**src/rtl/tksd_pkg.sv**
```systemverilog
// Package: shared types and constants of the terminal key sequence decoder.
`default_nettype none
package tksd_pkg;

	localparam int SEQ_BUFFER_SIZE = 8;
	localparam int CNT_W           = $clog2(SEQ_BUFFER_SIZE);

	localparam logic [7:0] KEY_ESC  = 8'h1B;
	localparam logic [7:0] KEY_DEL  = 8'h7F;
	localparam logic [7:0] CTRL_TOP = 8'h20;
	localparam logic [7:0] CH_CSI   = 8'h5B; // '['
	localparam logic [7:0] CH_SS3   = 8'h4F; // 'O'
	localparam logic [7:0] CH_TILDE = 8'h7E; // '~'
	localparam logic [7:0] CH_UP    = 8'h41; // 'A'
	localparam logic [7:0] CH_DOWN  = 8'h42; // 'B'
	localparam logic [7:0] CH_RIGHT = 8'h43; // 'C'
	localparam logic [7:0] CH_LEFT  = 8'h44; // 'D'
	localparam logic [7:0] CH_END   = 8'h46; // 'F'
	localparam logic [7:0] CH_HOME  = 8'h48; // 'H'
	localparam logic [7:0] CH_ONE   = 8'h31; // '1'
	localparam logic [7:0] CH_THREE = 8'h33; // '3'
	localparam logic [7:0] CH_FOUR  = 8'h34; // '4'
	localparam logic [7:0] CH_UC_A  = 8'h41;
	localparam logic [7:0] CH_UC_Z  = 8'h5A;
	localparam logic [7:0] CH_LC_A  = 8'h61;
	localparam logic [7:0] CH_LC_Z  = 8'h7A;

	typedef enum logic [1:0] {
		PH_NORMAL = 2'd0,
		PH_ESC    = 2'd1,
		PH_CSI    = 2'd2,
		PH_SS3    = 2'd3
	} phase_t;

	typedef enum logic [3:0] {
		EV_PRINT  = 4'd0,
		EV_CTRL   = 4'd1,
		EV_UP     = 4'd2,
		EV_DOWN   = 4'd3,
		EV_LEFT   = 4'd4,
		EV_RIGHT  = 4'd5,
		EV_HOME   = 4'd6,
		EV_END    = 4'd7,
		EV_DELETE = 4'd8
	} event_t;

	typedef struct packed {
		logic   hit;
		event_t kind;
	} key_ev_t;

	function automatic logic is_final(input logic [7:0] c);
		return (c >= CH_UC_A && c <= CH_UC_Z) || (c >= CH_LC_A && c <= CH_LC_Z)
			|| c == CH_TILDE;
	endfunction

	function automatic key_ev_t single_final(input logic [7:0] c);
		key_ev_t r;
		r.hit  = 1'b1;
		r.kind = EV_PRINT;
		unique case (c)
			CH_UP:    r.kind = EV_UP;
			CH_DOWN:  r.kind = EV_DOWN;
			CH_RIGHT: r.kind = EV_RIGHT;
			CH_LEFT:  r.kind = EV_LEFT;
			CH_HOME:  r.kind = EV_HOME;
			CH_END:   r.kind = EV_END;
			default:  r.hit  = 1'b0;
		endcase
		return r;
	endfunction

endpackage
`default_nettype wire

```
**src/rtl/tksd_if.sv**
```systemverilog
// Interfaces: input byte channel and key event channel.
`default_nettype none
interface tksd_byte_if;
	logic       valid;
	logic       ready;
	logic [7:0] in_byte;

	modport source (output valid, output in_byte, input ready);
	modport sink (input valid, input in_byte, output ready);
endinterface

interface tksd_event_if;
	logic       valid;
	logic       ready;
	logic [3:0] event_kind;
	logic [7:0] key_byte;

	modport source (output valid, output event_kind, output key_byte, input ready);
	modport sink (input valid, input event_kind, input key_byte, output ready);
endinterface
`default_nettype wire

```
**src/rtl/terminal_key_sequence_decoder.sv**
```systemverilog
// Top level: terminal byte to key event decoder with escape sequence tracking.
// One received byte per transaction on rx, at most one key event per byte on evt.
// Throughput is one byte per clock while evt accepts events (evt.ready low
// stalls rx): a byte is registered in byte_s1, decoded against the sequence
// state and its event lands in the output register. ESC, the byte after it,
// and non-final CSI bytes produce no event; unknown or malformed sequences are dropped.
`default_nettype none
module terminal_key_sequence_decoder (
	input  wire logic         clk,
	input  wire logic         arst_n,
	tksd_byte_if.sink         rx,
	tksd_event_if.source      evt
);

	localparam logic [tksd_pkg::CNT_W-1:0] CNT_MAX =
		tksd_pkg::CNT_W'(tksd_pkg::SEQ_BUFFER_SIZE - 1);
	localparam logic [tksd_pkg::CNT_W-1:0] CNT_ZERO = '0;
	localparam logic [tksd_pkg::CNT_W-1:0] CNT_ONE  = tksd_pkg::CNT_W'(1);
	localparam logic [tksd_pkg::CNT_W-1:0] CNT_TWO  = tksd_pkg::CNT_W'(2);

	logic                       v_s1;
	logic [7:0]                 byte_s1;
	logic                       v_s2;
	tksd_pkg::event_t           kind_s2;
	logic [7:0]                 key_s2;

	tksd_pkg::phase_t           phase_q, phase_d;
	logic [tksd_pkg::CNT_W-1:0] cnt_q, cnt_d, cnt_inc;
	logic [7:0]                 first_q, first_d, first_inc;

	tksd_pkg::key_ev_t          ev;
	logic [7:0]                 kb;
	logic                       advance;
	logic                       fin;

	assign advance  = !v_s2 || evt.ready;
	assign rx.ready = !v_s1 || advance;
	assign fin      = tksd_pkg::is_final(byte_s1);

	// CSI count and first byte after this byte
	assign cnt_inc   = (cnt_q < CNT_MAX) ? cnt_q + CNT_ONE : cnt_q;
	assign first_inc = (cnt_q == CNT_ZERO) ? byte_s1 : first_q;

	always_comb begin
		phase_d = phase_q;
		cnt_d   = cnt_q;
		first_d = first_q;
		unique case (phase_q)
			tksd_pkg::PH_NORMAL: begin
				if (byte_s1 == tksd_pkg::KEY_ESC) begin
					phase_d = tksd_pkg::PH_ESC;
				end
			end
			tksd_pkg::PH_ESC: begin
				if (byte_s1 == tksd_pkg::CH_CSI) begin
					phase_d = tksd_pkg::PH_CSI;
				end else if (byte_s1 == tksd_pkg::CH_SS3) begin
					phase_d = tksd_pkg::PH_SS3;
				end else begin
					phase_d = tksd_pkg::PH_NORMAL;
					cnt_d   = CNT_ZERO;
					first_d = '0;
				end
			end
			tksd_pkg::PH_CSI: begin
				if (fin) begin
					phase_d = tksd_pkg::PH_NORMAL;
					cnt_d   = CNT_ZERO;
					first_d = '0;
				end else begin
					cnt_d   = cnt_inc;
					first_d = first_inc;
				end
			end
			tksd_pkg::PH_SS3: begin
				phase_d = tksd_pkg::PH_NORMAL;
				cnt_d   = CNT_ZERO;
				first_d = '0;
			end
			default: phase_d = tksd_pkg::PH_NORMAL;
		endcase
	end

	always_comb begin
		ev.hit  = 1'b0;
		ev.kind = tksd_pkg::EV_PRINT;
		kb      = '0;
		unique case (phase_q)
			tksd_pkg::PH_NORMAL: begin
				if (byte_s1 != tksd_pkg::KEY_ESC) begin
					ev.hit = 1'b1;
					kb     = byte_s1;
					if (byte_s1 < tksd_pkg::CTRL_TOP || byte_s1 == tksd_pkg::KEY_DEL) begin
						ev.kind = tksd_pkg::EV_CTRL;
					end
				end
			end
			tksd_pkg::PH_ESC: ev.hit = 1'b0;
			tksd_pkg::PH_CSI: begin
				if (fin && cnt_inc == CNT_ONE) begin
					ev = tksd_pkg::single_final(byte_s1);
				end else if (fin && cnt_inc == CNT_TWO && byte_s1 == tksd_pkg::CH_TILDE) begin
					priority if (first_inc == tksd_pkg::CH_ONE) begin
						ev.hit  = 1'b1;
						ev.kind = tksd_pkg::EV_HOME;
					end else if (first_inc == tksd_pkg::CH_THREE) begin
						ev.hit  = 1'b1;
						ev.kind = tksd_pkg::EV_DELETE;
					end else if (first_inc == tksd_pkg::CH_FOUR) begin
						ev.hit  = 1'b1;
						ev.kind = tksd_pkg::EV_END;
					end else begin
						ev.hit  = 1'b0;
					end
				end
			end
			tksd_pkg::PH_SS3: ev = tksd_pkg::single_final(byte_s1);
			default: ev.hit = 1'b0;
		endcase
	end

	always_ff @(posedge clk or negedge arst_n) begin
		if (!arst_n) begin
			v_s1    <= 1'b0;
			v_s2    <= 1'b0;
			phase_q <= tksd_pkg::PH_NORMAL;
			cnt_q   <= CNT_ZERO;
			first_q <= '0;
		end else begin
			if (rx.valid && rx.ready) begin
				v_s1 <= 1'b1;
			end else if (advance) begin
				v_s1 <= 1'b0;
			end
			if (advance) begin
				v_s2 <= v_s1 && ev.hit;
			end
			if (advance && v_s1) begin
				phase_q <= phase_d;
				cnt_q   <= cnt_d;
				first_q <= first_d;
			end
		end
	end

	always_ff @(posedge clk) begin
		if (rx.valid && rx.ready) begin
			byte_s1 <= rx.in_byte;
		end
		if (advance && v_s1) begin
			kind_s2 <= ev.kind;
			key_s2  <= kb;
		end
	end

	assign evt.valid      = v_s2;
	assign evt.event_kind = kind_s2;
	assign evt.key_byte   = key_s2;

endmodule
`default_nettype wire
```
**src/flat_wrapper.sv**
```systemverilog
// flat-port wrapper written by rule: the top's interface ports become plain ports
module terminal_key_sequence_decoder_flat 
  (clk, arst_n, rx_valid, rx_in_byte, rx_ready, evt_valid, evt_event_kind, evt_key_byte, evt_ready);
  tksd_byte_if rx_i ();
  tksd_event_if evt_i ();
  input  wire logic clk;
  input  wire logic arst_n;
  input wire logic [$bits(rx_i.valid)-1:0] rx_valid;
  input wire logic [$bits(rx_i.in_byte)-1:0] rx_in_byte;
  output wire logic [$bits(rx_i.ready)-1:0] rx_ready;
  output wire logic [$bits(evt_i.valid)-1:0] evt_valid;
  output wire logic [$bits(evt_i.event_kind)-1:0] evt_event_kind;
  output wire logic [$bits(evt_i.key_byte)-1:0] evt_key_byte;
  input wire logic [$bits(evt_i.ready)-1:0] evt_ready;
  assign rx_i.valid = rx_valid;
  assign rx_i.in_byte = rx_in_byte;
  assign rx_ready = rx_i.ready;
  assign evt_valid = evt_i.valid;
  assign evt_event_kind = evt_i.event_kind;
  assign evt_key_byte = evt_i.key_byte;
  assign evt_i.ready = evt_ready;
  terminal_key_sequence_decoder u_core (.clk(clk), .arst_n(arst_n), .rx(rx_i), .evt(evt_i));
endmodule
```
**config.mk**
```make
export PLATFORM = sky130hd
export DESIGN_NAME = terminal_key_sequence_decoder_flat
export DESIGN_NICKNAME = d
export VERILOG_FILES = /design/src/rtl/tksd_pkg.sv /design/src/rtl/tksd_if.sv /design/src/rtl/terminal_key_sequence_decoder.sv /design/src/flat_wrapper.sv
export SDC_FILE = /design/constraint.sdc
export NUM_CORES = 1
export LEC_CHECK = 0
export BUFFER_PORTS_ARGS = -buffer_cell sky130_fd_sc_hd__buf_2
export CAP_MARGIN = 20
export CORE_ASPECT_RATIO = 1.75
export CORE_MARGIN = 10
export CORE_UTILIZATION = 55
export CTS_CLUSTER_SIZE = 10
export DETAILED_ROUTE_END_ITERATION = 12
export HOLD_SLACK_MARGIN = 0.12
export PLACE_DENSITY = 0.8
export SLEW_MARGIN = 20
export SYNTH_ARGS = -nofsm -noshare
export SYNTH_HDL_FRONTEND = slang
export SYNTH_SLANG_ARGS = --single-unit
```
**constraint.sdc**
```tcl
create_clock -name clk -period 3.49 [get_ports clk]
set_input_delay 0.1745 -clock clk [delete_from_list [all_inputs] [get_ports clk]]
set_output_delay 0.1745 -clock clk [all_outputs]
set_load 0.02 [all_outputs]
```
After elaboration in Yosys (flattened, before gate mapping). Index checks and enable logic that the tools add are counted.

Reductions and logical operators: 23. Equal/unequal tests: 24. Muxes and demuxes: 29. $add $sub $neg: 1. $lt $le $gt $ge: 6.

Operators by type and width (count): equality test 8 x 7 -> 1 bit (second input constant) (10); 2-to-1 mux 8 bit (4); 2-to-1 mux 5 bit (5); equality test 8 x 6 -> 1 bit (second input constant) (3); case mux 8 bit (3 select lines) (1); case mux 3 bit (6 select lines) (1); greater-or-equal comparator 8 x 7 -> 1 bit (second input constant) (2); <= comparator 8 x 7 -> 1 bit (second input constant) (2); 2-to-1 mux 3 bit (5); case mux 4 bit (3 select lines) (1); case mux 3 bit (3 select lines) (1); equality test 8 x 5 -> 1 bit (second input constant) (1); logical AND 1 bit (8); < comparator 8 x 6 -> 1 bit (second input constant) (1); 2-to-1 mux 2 bit (4); inequality test 8 x 5 -> 1 bit (second input constant) (1); case mux 2 bit (4 select lines) (1); OR reduction 6 bit (1); logical OR 1 bit (5); 2-to-1 mux 1 bit (5); equality test 2 bit (second input constant) (2); inequality test 2 x 1 -> 1 bit (second input constant) (2); inequality test 2 bit (second input constant) (2); case mux 1 bit (4 select lines) (1); 13 further kinds (14).

Output and inout bits: 14. Input port bits: 12. Bits in registers: 35. Word-level logic and storage cells: 91.

Longest topological paths before layout. Gate-level depths: netlist (run 1).

Depth after elaboration: 10. Depth in mapped cells: 7. Mapped depth without buffers: 7.

Least setup slack after synthesis (run 1). Ideal clock, no wire load.

Path type: flip-flop to flip-flop. Start: register u_core.byte_s1[4]. End: register u_core.first_q[0]. Period minus slack after synthesis: 1.999 ns. Arrival: 1.932 ns. Buffers on the path: 1. Setup slack: 1.491 ns. Data required time: 3.424 ns. Setup time: 0.066 ns. Cell stages (with the launch flop): 7. Cells stage by stage: edfxtp_1 > buf_6 > or4_1 > a21o_1 > a311o_4 > o21ai_2 > a22o_1.

Longest elaborated chain between the ends: 6. Elaborated cells on any way between the ends: 16. Classes of those cells: 4 x order compare; 5 x eq/ne; 2 x mux; 5 x reduce/logical.

Ends and longest elaborated chain: start, declared (RTL line terminal_key_sequence_decoder.sv:22) `logic [7:0] byte_s1;`; start signal, assigned (RTL line terminal_key_sequence_decoder.sv:148) `byte_s1 <= rx.in_byte;`; greater-or-equal comparator 8 x 7 -> 1 bit or <= comparator 8 x 7 -> 1 bit (tied branches) (RTL line tksd_pkg.sv:53) `return (c >= CH_UC_A && c <= CH_UC_Z) || (c >= CH_LC_A && c <= CH_LC_Z)`; logical AND 1 bit (RTL line tksd_pkg.sv:53); logical OR 1 bit (RTL line tksd_pkg.sv:53); logical OR 1 bit (RTL line tksd_pkg.sv:54) `|| c == CH_TILDE;`; 2-to-1 mux 8 bit (RTL line terminal_key_sequence_decoder.sv:66) `if (fin) begin`; case mux 8 bit (3 select lines) (RTL line terminal_key_sequence_decoder.sv:48) `unique case (phase_q)`; end signal, assigned (RTL line terminal_key_sequence_decoder.sv:141) `first_q <= first_d;`; end, declared (RTL line terminal_key_sequence_decoder.sv:29) `logic [7:0] first_q, first_d, first_inc;`.

Several ways; a longest one is shown, not always the timed one. A chain may end at the register's enable or synchronous reset.

Worst setup path in the final report (run 1).
Start: register u_core.byte_s1[3]. End: register u_core.first_q[1].

Same word-level chain as after synthesis.

==> results.md, run 1 <==
* Width of the die at 63.9 um
* Area growth from synthesis to layout at 17.7%
* Initial core utilization at slightly below 60%
* Number of global-route vias before repair at roughly 1.5k
* Top area cells in the synthesized netlist: edfxtp_1 (32%), dfrtp_1 (20%), a22o_1 (4.7%)
* Total Nets Final at 223
* Clock sink total at 35
* Core footprint at 3210 um2
* Initial antenna violation count at 0
* Async set or reset register ratio after synthesis at 42.9%
* Clock H-tree levels at 2
* Largest voltage drop on the vdd net at 355 uV
* Vias after detailed routing at 1459
* Max Buffers Root-to-Sink at 2
* Final setup violation count at 0
* Proportion of netlist area held by the largest area contributor at 32.4%
* Worst EP arrival at 2.47 ns
* Peak fanout along the critical path at 13
* Clock-pin slew reported for the worst setup and hold paths after clock tree synthesis at 0.07 ns
* Final worst clock skew at 0.00532 ns
* Final HPWL DP at 2980 um
* Per-instance average area after synthesis at 10.8 um2
* Final cell utilization of the core at 68.1%
* Maximum number of pins on one net before global-route repair at 16
* Net count after synthesis at between 150 and 200
* Unrepaired setup endpoints after global routing: false
* Y dimension of the die at 96.8 um
* Placed instance area at 2000 um2
* Final Routed Wirelength at 3890 um
* MaxCap Viol Count at 0
* Count of input and output buffers at 25
* Count of flip-flops with a built-in enable after synthesis at 20
* Yosys cell types at 44
* Kind of start point of the critical path: flop
* Result of the run: complete, no violations
* Met2 demand-to-capacity share in global routing at 22.3%
* Clock period minus final worst setup slack at 2.25 ns
* Slew @ Worst Pin at 0.690 ns
* Relative slew slack at 53.6%
* Fraction of final layout cells sized beyond drive strength 1 at between 15 and 20%
* Global route total overflow at 0
* Wire length of the first global-routing pass at 6760 um
* Final ANT Viol Nets at 0
* Sequential cell area fraction in the yosys report at 52.6%
* Inserted Clock Buffers at 5
* Clock tree from TritonCTS: done
* GRT Max-Usage Layer: met2
* Boundary Pins at 26
* Part of the cycle the worst path needs at 64.5%
* Number of rows created at floorplan at 27
* Cells after synthesis at approximately 170
* Sort of element at the end of the critical path: flop
* Number of antenna diodes at 0
* Dominant register cell in the synthesized netlist: edfxtp_1
* Post-route cell area at 2180 um2
* Final total negative setup slack at 0 ns
* Number of slew-limit violations in the final report at 0
* Leakage power summed over all cells at 0.000864 uW
* Area of the mapped netlist at between 1500 and 2000 um2
* Per-cell via count in the routed design at 5.81
* Class of the most critical setup path: flop to flop
* Library cell with the largest summed area after synthesis: edfxtp_1
* Yosys reg bits at 35
* Commonest cells in the netlist: edfxtp_1 (20), dfrtp_1 (15), nor2_1 (13)
* Gp weighted congestion at around 0.91
* Required time reported for the critical path endpoint at 3.71 ns
* Highest attainable clock frequency at 444 MHz
* Power density over the cells at around 450 nW/um2
* Count of final hold-check violations at 0
* DRC violations left at 0
* DR WL/cell at 15.5 um
* Total Die Area at between 6000 and 7000 um2
* Met1 layer usage reported by global route at 13.7%
* Clock latency at the later pin of the worst-skew pair at 0.29 ns
* Most used standard cell by instance count after synthesis: edfxtp_1
* Overall track demand over capacity in global routing at 13.0%
* Yosys warnings at 0
* Detailed router's first-iteration violation count at 71
* Hold WC Path Type: input pin to flop
* Met3 track demand over resource in global routing at 4.15%
* Post-CTS Repair Setup Buffers at 0
* Total iterations of the first detailed-routing run at 4
* Clock tree root driver cell: clkbuf_8
-- cell usage in the layout, fill, tap and decap left out, types with 2 or more instances in the layout --
cell type and count:
edfxtp_1 20, xnor2_1 3, nor4b_1 2, mux2i_1 2
ha_1 4, a21oi_1 5, nor3_1 10, clkinv_1 2
nor2_1 13, nand3b_1 3, buf_2 25, dlygate4sd3_1 10
nand4_1 3, o31a_1 2, and3_1 3, dfrtp_1 15
inv_1 4, o21ai_0 6, nand2b_1 6, nor2b_1 3
or3_1 2, clkbuf_8 5, a22o_1 10, a21o_1 3
nand2_1 9, nand3_1 9, and2_1 10
-- per-stage QoR --
step / hold WS, ns / cells / setup slack (ns) / power (uW)
6_report: 0.213 / 251 / 1.24 / 986
5_1_grt: 0.260 / 251 / 1.11 / 1040
4_1_cts: 0.216 / 251 / 1.26 / 993
3_3_place_gp: 0.0829 / 233 / 1.35 / 714
2_1_floorplan: -0.121 / 172 / 1.49 / 658
3_5_place_dp: 0.0884 / 233 / 1.28 / 718
-- path summary, 6_finish.rpt --
kind	start	to	slack [ns]	cells past startpoint
setup / recovery	u_core.byte_s1[3]$_DFFE_PP_	u_core.first_q[1]$_DFFE_PN0P_	1.24	5
setup reg to reg	u_core.byte_s1[3]$_DFFE_PP_	u_core.first_q[1]$_DFFE_PN0P_	1.24	5
hold reg to reg	u_core.first_q[3]$_DFFE_PN0P_	u_core.first_q[3]$_DFFE_PN0P_	0.51	1
hold / removal	evt_ready	u_core.v_s1$_DFFE_PN0P_	0.21	4
max in group asynchronous	arst_n	u_core.first_q[1]$_DFFE_PN0P_	2.94	2
min in group asynchronous	arst_n	u_core.phase_q[0]$_DFFE_PN0P_	0.31	2
-- layout make-up --
cell class | count | area, um2
timing repair buffer | 35 | 225
fill | 249 | 1020
clock buffer | 5 | 68.8
sequential | 35 | 976
multi-input combinational | 126 | 831
tap | 43 | 53.8
clock inverter | 3 | 15.0
inverter | 4 | 15.0
-- critical path, cell delays in order, from the launching register on --
cell and delay, ns:
edfxtp_1 0.54, or4_1 0.57, a21o_1 0.21, a311o_4 0.37, o21ai_2 0.30, a22o_1 0.19
-- routing by layer --
| layer | wire length, um | part of all wire (%) |
|---|---|---|
| met1 | 1460 | 37 |
| met2 | 2080 | 54 |
| met3 | 278 | 7.1 |
| met4 | 72 | 1.8 |
| met5 | 0 | 0 |
-- power breakdown --
group	switching (uW)	leakage [uW]	total (uW)	internal [uW]
clock	132	0.0000392	267	135
sequential	39.7	0.000397	530	490
combinational	115	0.000428	189	73.8
-- what timing repair did --
action / in CTS / in global routing
gates resized for setup: 0 / 0
hold endpoints to repair: 24 / 0
hold buffers: 10 / 0
-- flip-flops by register name, indices dropped and copies added (netlist names) --
name and cells:
u_core.first_q 8, u_core.phase_q 2, u_core.evt.key_byte 8, u_core.evt.valid 1, u_core.byte_s1 8, u_core.evt.event_kind 4
u_core.cnt_q 3, u_core.v_s1 1
-- logic make-up (layout without fill, tap and decap cells) --
family / Yosys count / in the layout / synth area share (%)
AND/OR/NAND/NOR: 78 / 78 / 23.3
buffers and inverters: 11 / 47 / 2.63
flip-flops: 35 / 35 / 52.6
XOR/XNOR: 3 / 3 / 1.42
multiplexers: 3 / 3 / 1.69
adder cells (fa/ha/maj): 4 / 4 / 2.70
AO/OA/AOI/OAI: 38 / 38 / 15.6
Note: power is estimated with default switching activity, not from simulation.
==> inputs of run 2 (changes only) <==
- clock period: 3.49 -> 2.17 ns (I/O delays scaled with it)
==> results.md, run 2 (synthesis results as in run 1) <==
* Maximum number of pins on one net before global-route repair at 16 (unchanged)
* Fraction of final layout cells sized beyond drive strength 1 at 21.9% (+4.6 points)
* Slew @ Worst Pin at 0.582 ns (-0.108 ns)
* Met2 demand-to-capacity share in global routing at 26.9% (+4.6 points)
* Most common cell after layout, fill and taps aside: buf_2
* Result of the run: complete, no violations
* Stage delay of the slowest cell on the critical path at 0.51 ns (-0.06 ns)
* Clock sink total at 35 (unchanged)
* Core footprint at 3210 um2 (unchanged)
* Met1 layer usage reported by global route at 15.3% (+1.6 points)
* Class of the most critical setup path: flop to flop
* Clock tree from TritonCTS: done
* Detailed router's first-iteration violation count at 67 (-5.6%)
* Kind of start point of the critical path: flop
* Final Routed Wirelength at 4620 um (+19%)
* Wire length of the first global-routing pass at 7690 um (+14%)
* Total Nets Final at 230 (+3.1%)
* Part of the cycle the worst path needs at 95.5% (+31 points)
* Peak fanout along the critical path at 8 (-5)
* Sort of element at the end of the critical path: flop
* Largest voltage drop on the vdd net at 540 uV (+52%)
* DRC violations left at 0 (unchanged)
* Area growth from synthesis to layout at 22.2%
* Number of slew-limit violations in the final report at 0 (unchanged)
* Initial core utilization at 57.8% (unchanged)
* Initial antenna violation count at 0 (unchanged)
* Number of global-route vias before repair at 1631 (+12%)
* DR WL/cell at 17.9 um (+15%)
* Width of the die at 63.9 um (unchanged)
* Clock-pin slew reported for the worst setup and hold paths after clock tree synthesis at 0.08 ns (about the same)
* Count of final hold-check violations at 0 (unchanged)
* Max Buffers Root-to-Sink at 2 (unchanged)
* List of cells traversed by the critical path: or4_1 -> a21o_1 -> a311o_4 -> nor3_4 -> a22o_1
* Final setup violation count at 0 (unchanged)
* MaxCap Viol Count at 0 (unchanged)
* Clock tree root driver cell: clkbuf_8
* Global route total overflow at 0 (unchanged)
* Total Die Area at 6190 um2 (unchanged)
* Y dimension of the die at 96.8 um (unchanged)
* Final ANT Viol Nets at 0 (unchanged)
* Hold WC Path Type: input pin to flop
* Final total negative setup slack at 0 ns (unchanged)
* Clock latency at the later pin of the worst-skew pair at 0.29 ns (about the same)
* Final worst clock skew at 0.00898 ns (+0.00366 ns)
* Cell with the biggest individual delay on the critical path: or4_1
* Boundary Pins at 26 (unchanged)
* Overall track demand over capacity in global routing at 15.1% (+2.1 points)
* Number of instances in the placed design at 240 (+3.0%)
* Non-Filler Instances at 258 (+2.8%)
* Met3 track demand over resource in global routing at 4.49% (+0.35 points)
* Per-cell via count in the routed design at 6.14 (+5.6%)
* Number of antenna diodes at 0 (unchanged)
* Post-CTS Repair Setup Buffers at 0 (unchanged)
* Required time reported for the critical path endpoint at 2.40 ns (-1.31 ns)
* Overall Power at 1660 uW (+68%)
* Total iterations of the first detailed-routing run at 4 (unchanged)
* Vias after detailed routing at 1583 (+8.5%)
* Final cell utilization of the core at 70.6% (+2.6 points)
* Relative slew slack at 60.8% (+7.3 points)
* Unrepaired setup endpoints after global routing: false
* Count of input and output buffers at 25 (unchanged)
* Highest attainable clock frequency at 483 MHz (+8.7%)
* GRT Max-Usage Layer: met2
* Inserted Clock Buffers at 5 (unchanged)
* Gp weighted congestion at 0.919 (+1.5%)
* Power density over the cells at 731 nW/um2 (+62%)
* Clock period minus final worst setup slack at 2.07 ns (-0.181 ns)
* Leakage power summed over all cells at 0.000905 uW (+4.7%)
* Final HPWL DP at 3140 um (+5.3%)
* Commonest cells after routing, fill and taps aside: buf_2 (25), edfxtp_1 (20), dfrtp_1 (15)
* Worst EP arrival at 2.30 ns (-0.17 ns)
* Number of rows created at floorplan at 27 (unchanged)
* Clock H-tree levels at 2 (unchanged)
* Worst-case hold slack at 0.190 ns (-0.0227 ns)
[run 2: metal layers]
layer | vias to the layer above | part of all wire (%)
met4 | 0 | 3.6
met3 | 22 | 9.0
met2 | 86 | 54
li1 | 728 | -
met5 | - | 0
met1 | 747 | 34
[run 2: layout make-up]
| class | instances | area, um2 |
|---|---|---|
| multi-input cells | 126 | 851 |
| repair buffers | 42 | 278 |
| inverters | 4 | 15.0 |
| well taps | 43 | 53.8 |
| flip-flops and latches | 35 | 976 |
| clock inverters | 3 | 25.0 |
| fillers | 230 | 942 |
| clock buffers | 5 | 68.8 |
[run 2: worst max-delay path, delay by kind of cell (launching register included)]
family	cells	cell delay, ns
compound gates	3	0.80
flops	1	0.41
simple gates	2	0.79
[run 2: what timing repair did]
| action | 4_1_cts | 5_1_grt |
|---|---|---|
| resized for setup | 0 | 3 |
| hold buffers | 10 | 0 |
| endpoints found under the hold margin | 24 | 0 |
| setup endpoints to repair | 0 | 5 |
[run 2: final timing paths]
kind	start	endpoint	slack, ns	cells past startpoint
max	u_core.byte_s1[4]$_DFFE_PP_	u_core.first_q[3]$_DFFE_PN0P_	0.1	5
min	evt_ready	u_core.v_s1$_DFFE_PN0P_	0.19	4
max reg2reg	u_core.byte_s1[4]$_DFFE_PP_	u_core.first_q[3]$_DFFE_PN0P_	0.1	5
min reg2reg	u_core.first_q[4]$_DFFE_PN0P_	u_core.first_q[4]$_DFFE_PN0P_	0.51	1
max in group asynchronous	arst_n	u_core.cnt_q[0]$_DFFE_PN0P_	1.66	2
min in group asynchronous	arst_n	u_core.v_s1$_DFFE_PN0P_	0.24	2
[run 2: per-stage QoR]
| stage | setup slack [ns] | cell area [um2] |
|---|---|---|
| 2_1_floorplan | 0.171 | 1860 |
| 3_3_place_gp | 0.202 | 2050 |
| 3_5_place_dp | 0.107 | 2050 |
| 4_1_cts | 0.0799 | 2250 |
| 5_1_grt | 0.000898 | 2270 |
| 6_report | 0.0984 | 2270 |
[run 2: power breakdown]
| group | switching (uW) | internal (uW) | total, uW |
|---|---|---|---|
| Combinational | 217 | 130 | 347 |
| Clock | 246 | 229 | 475 |
| Sequential | 47.2 | 787 | 835 |
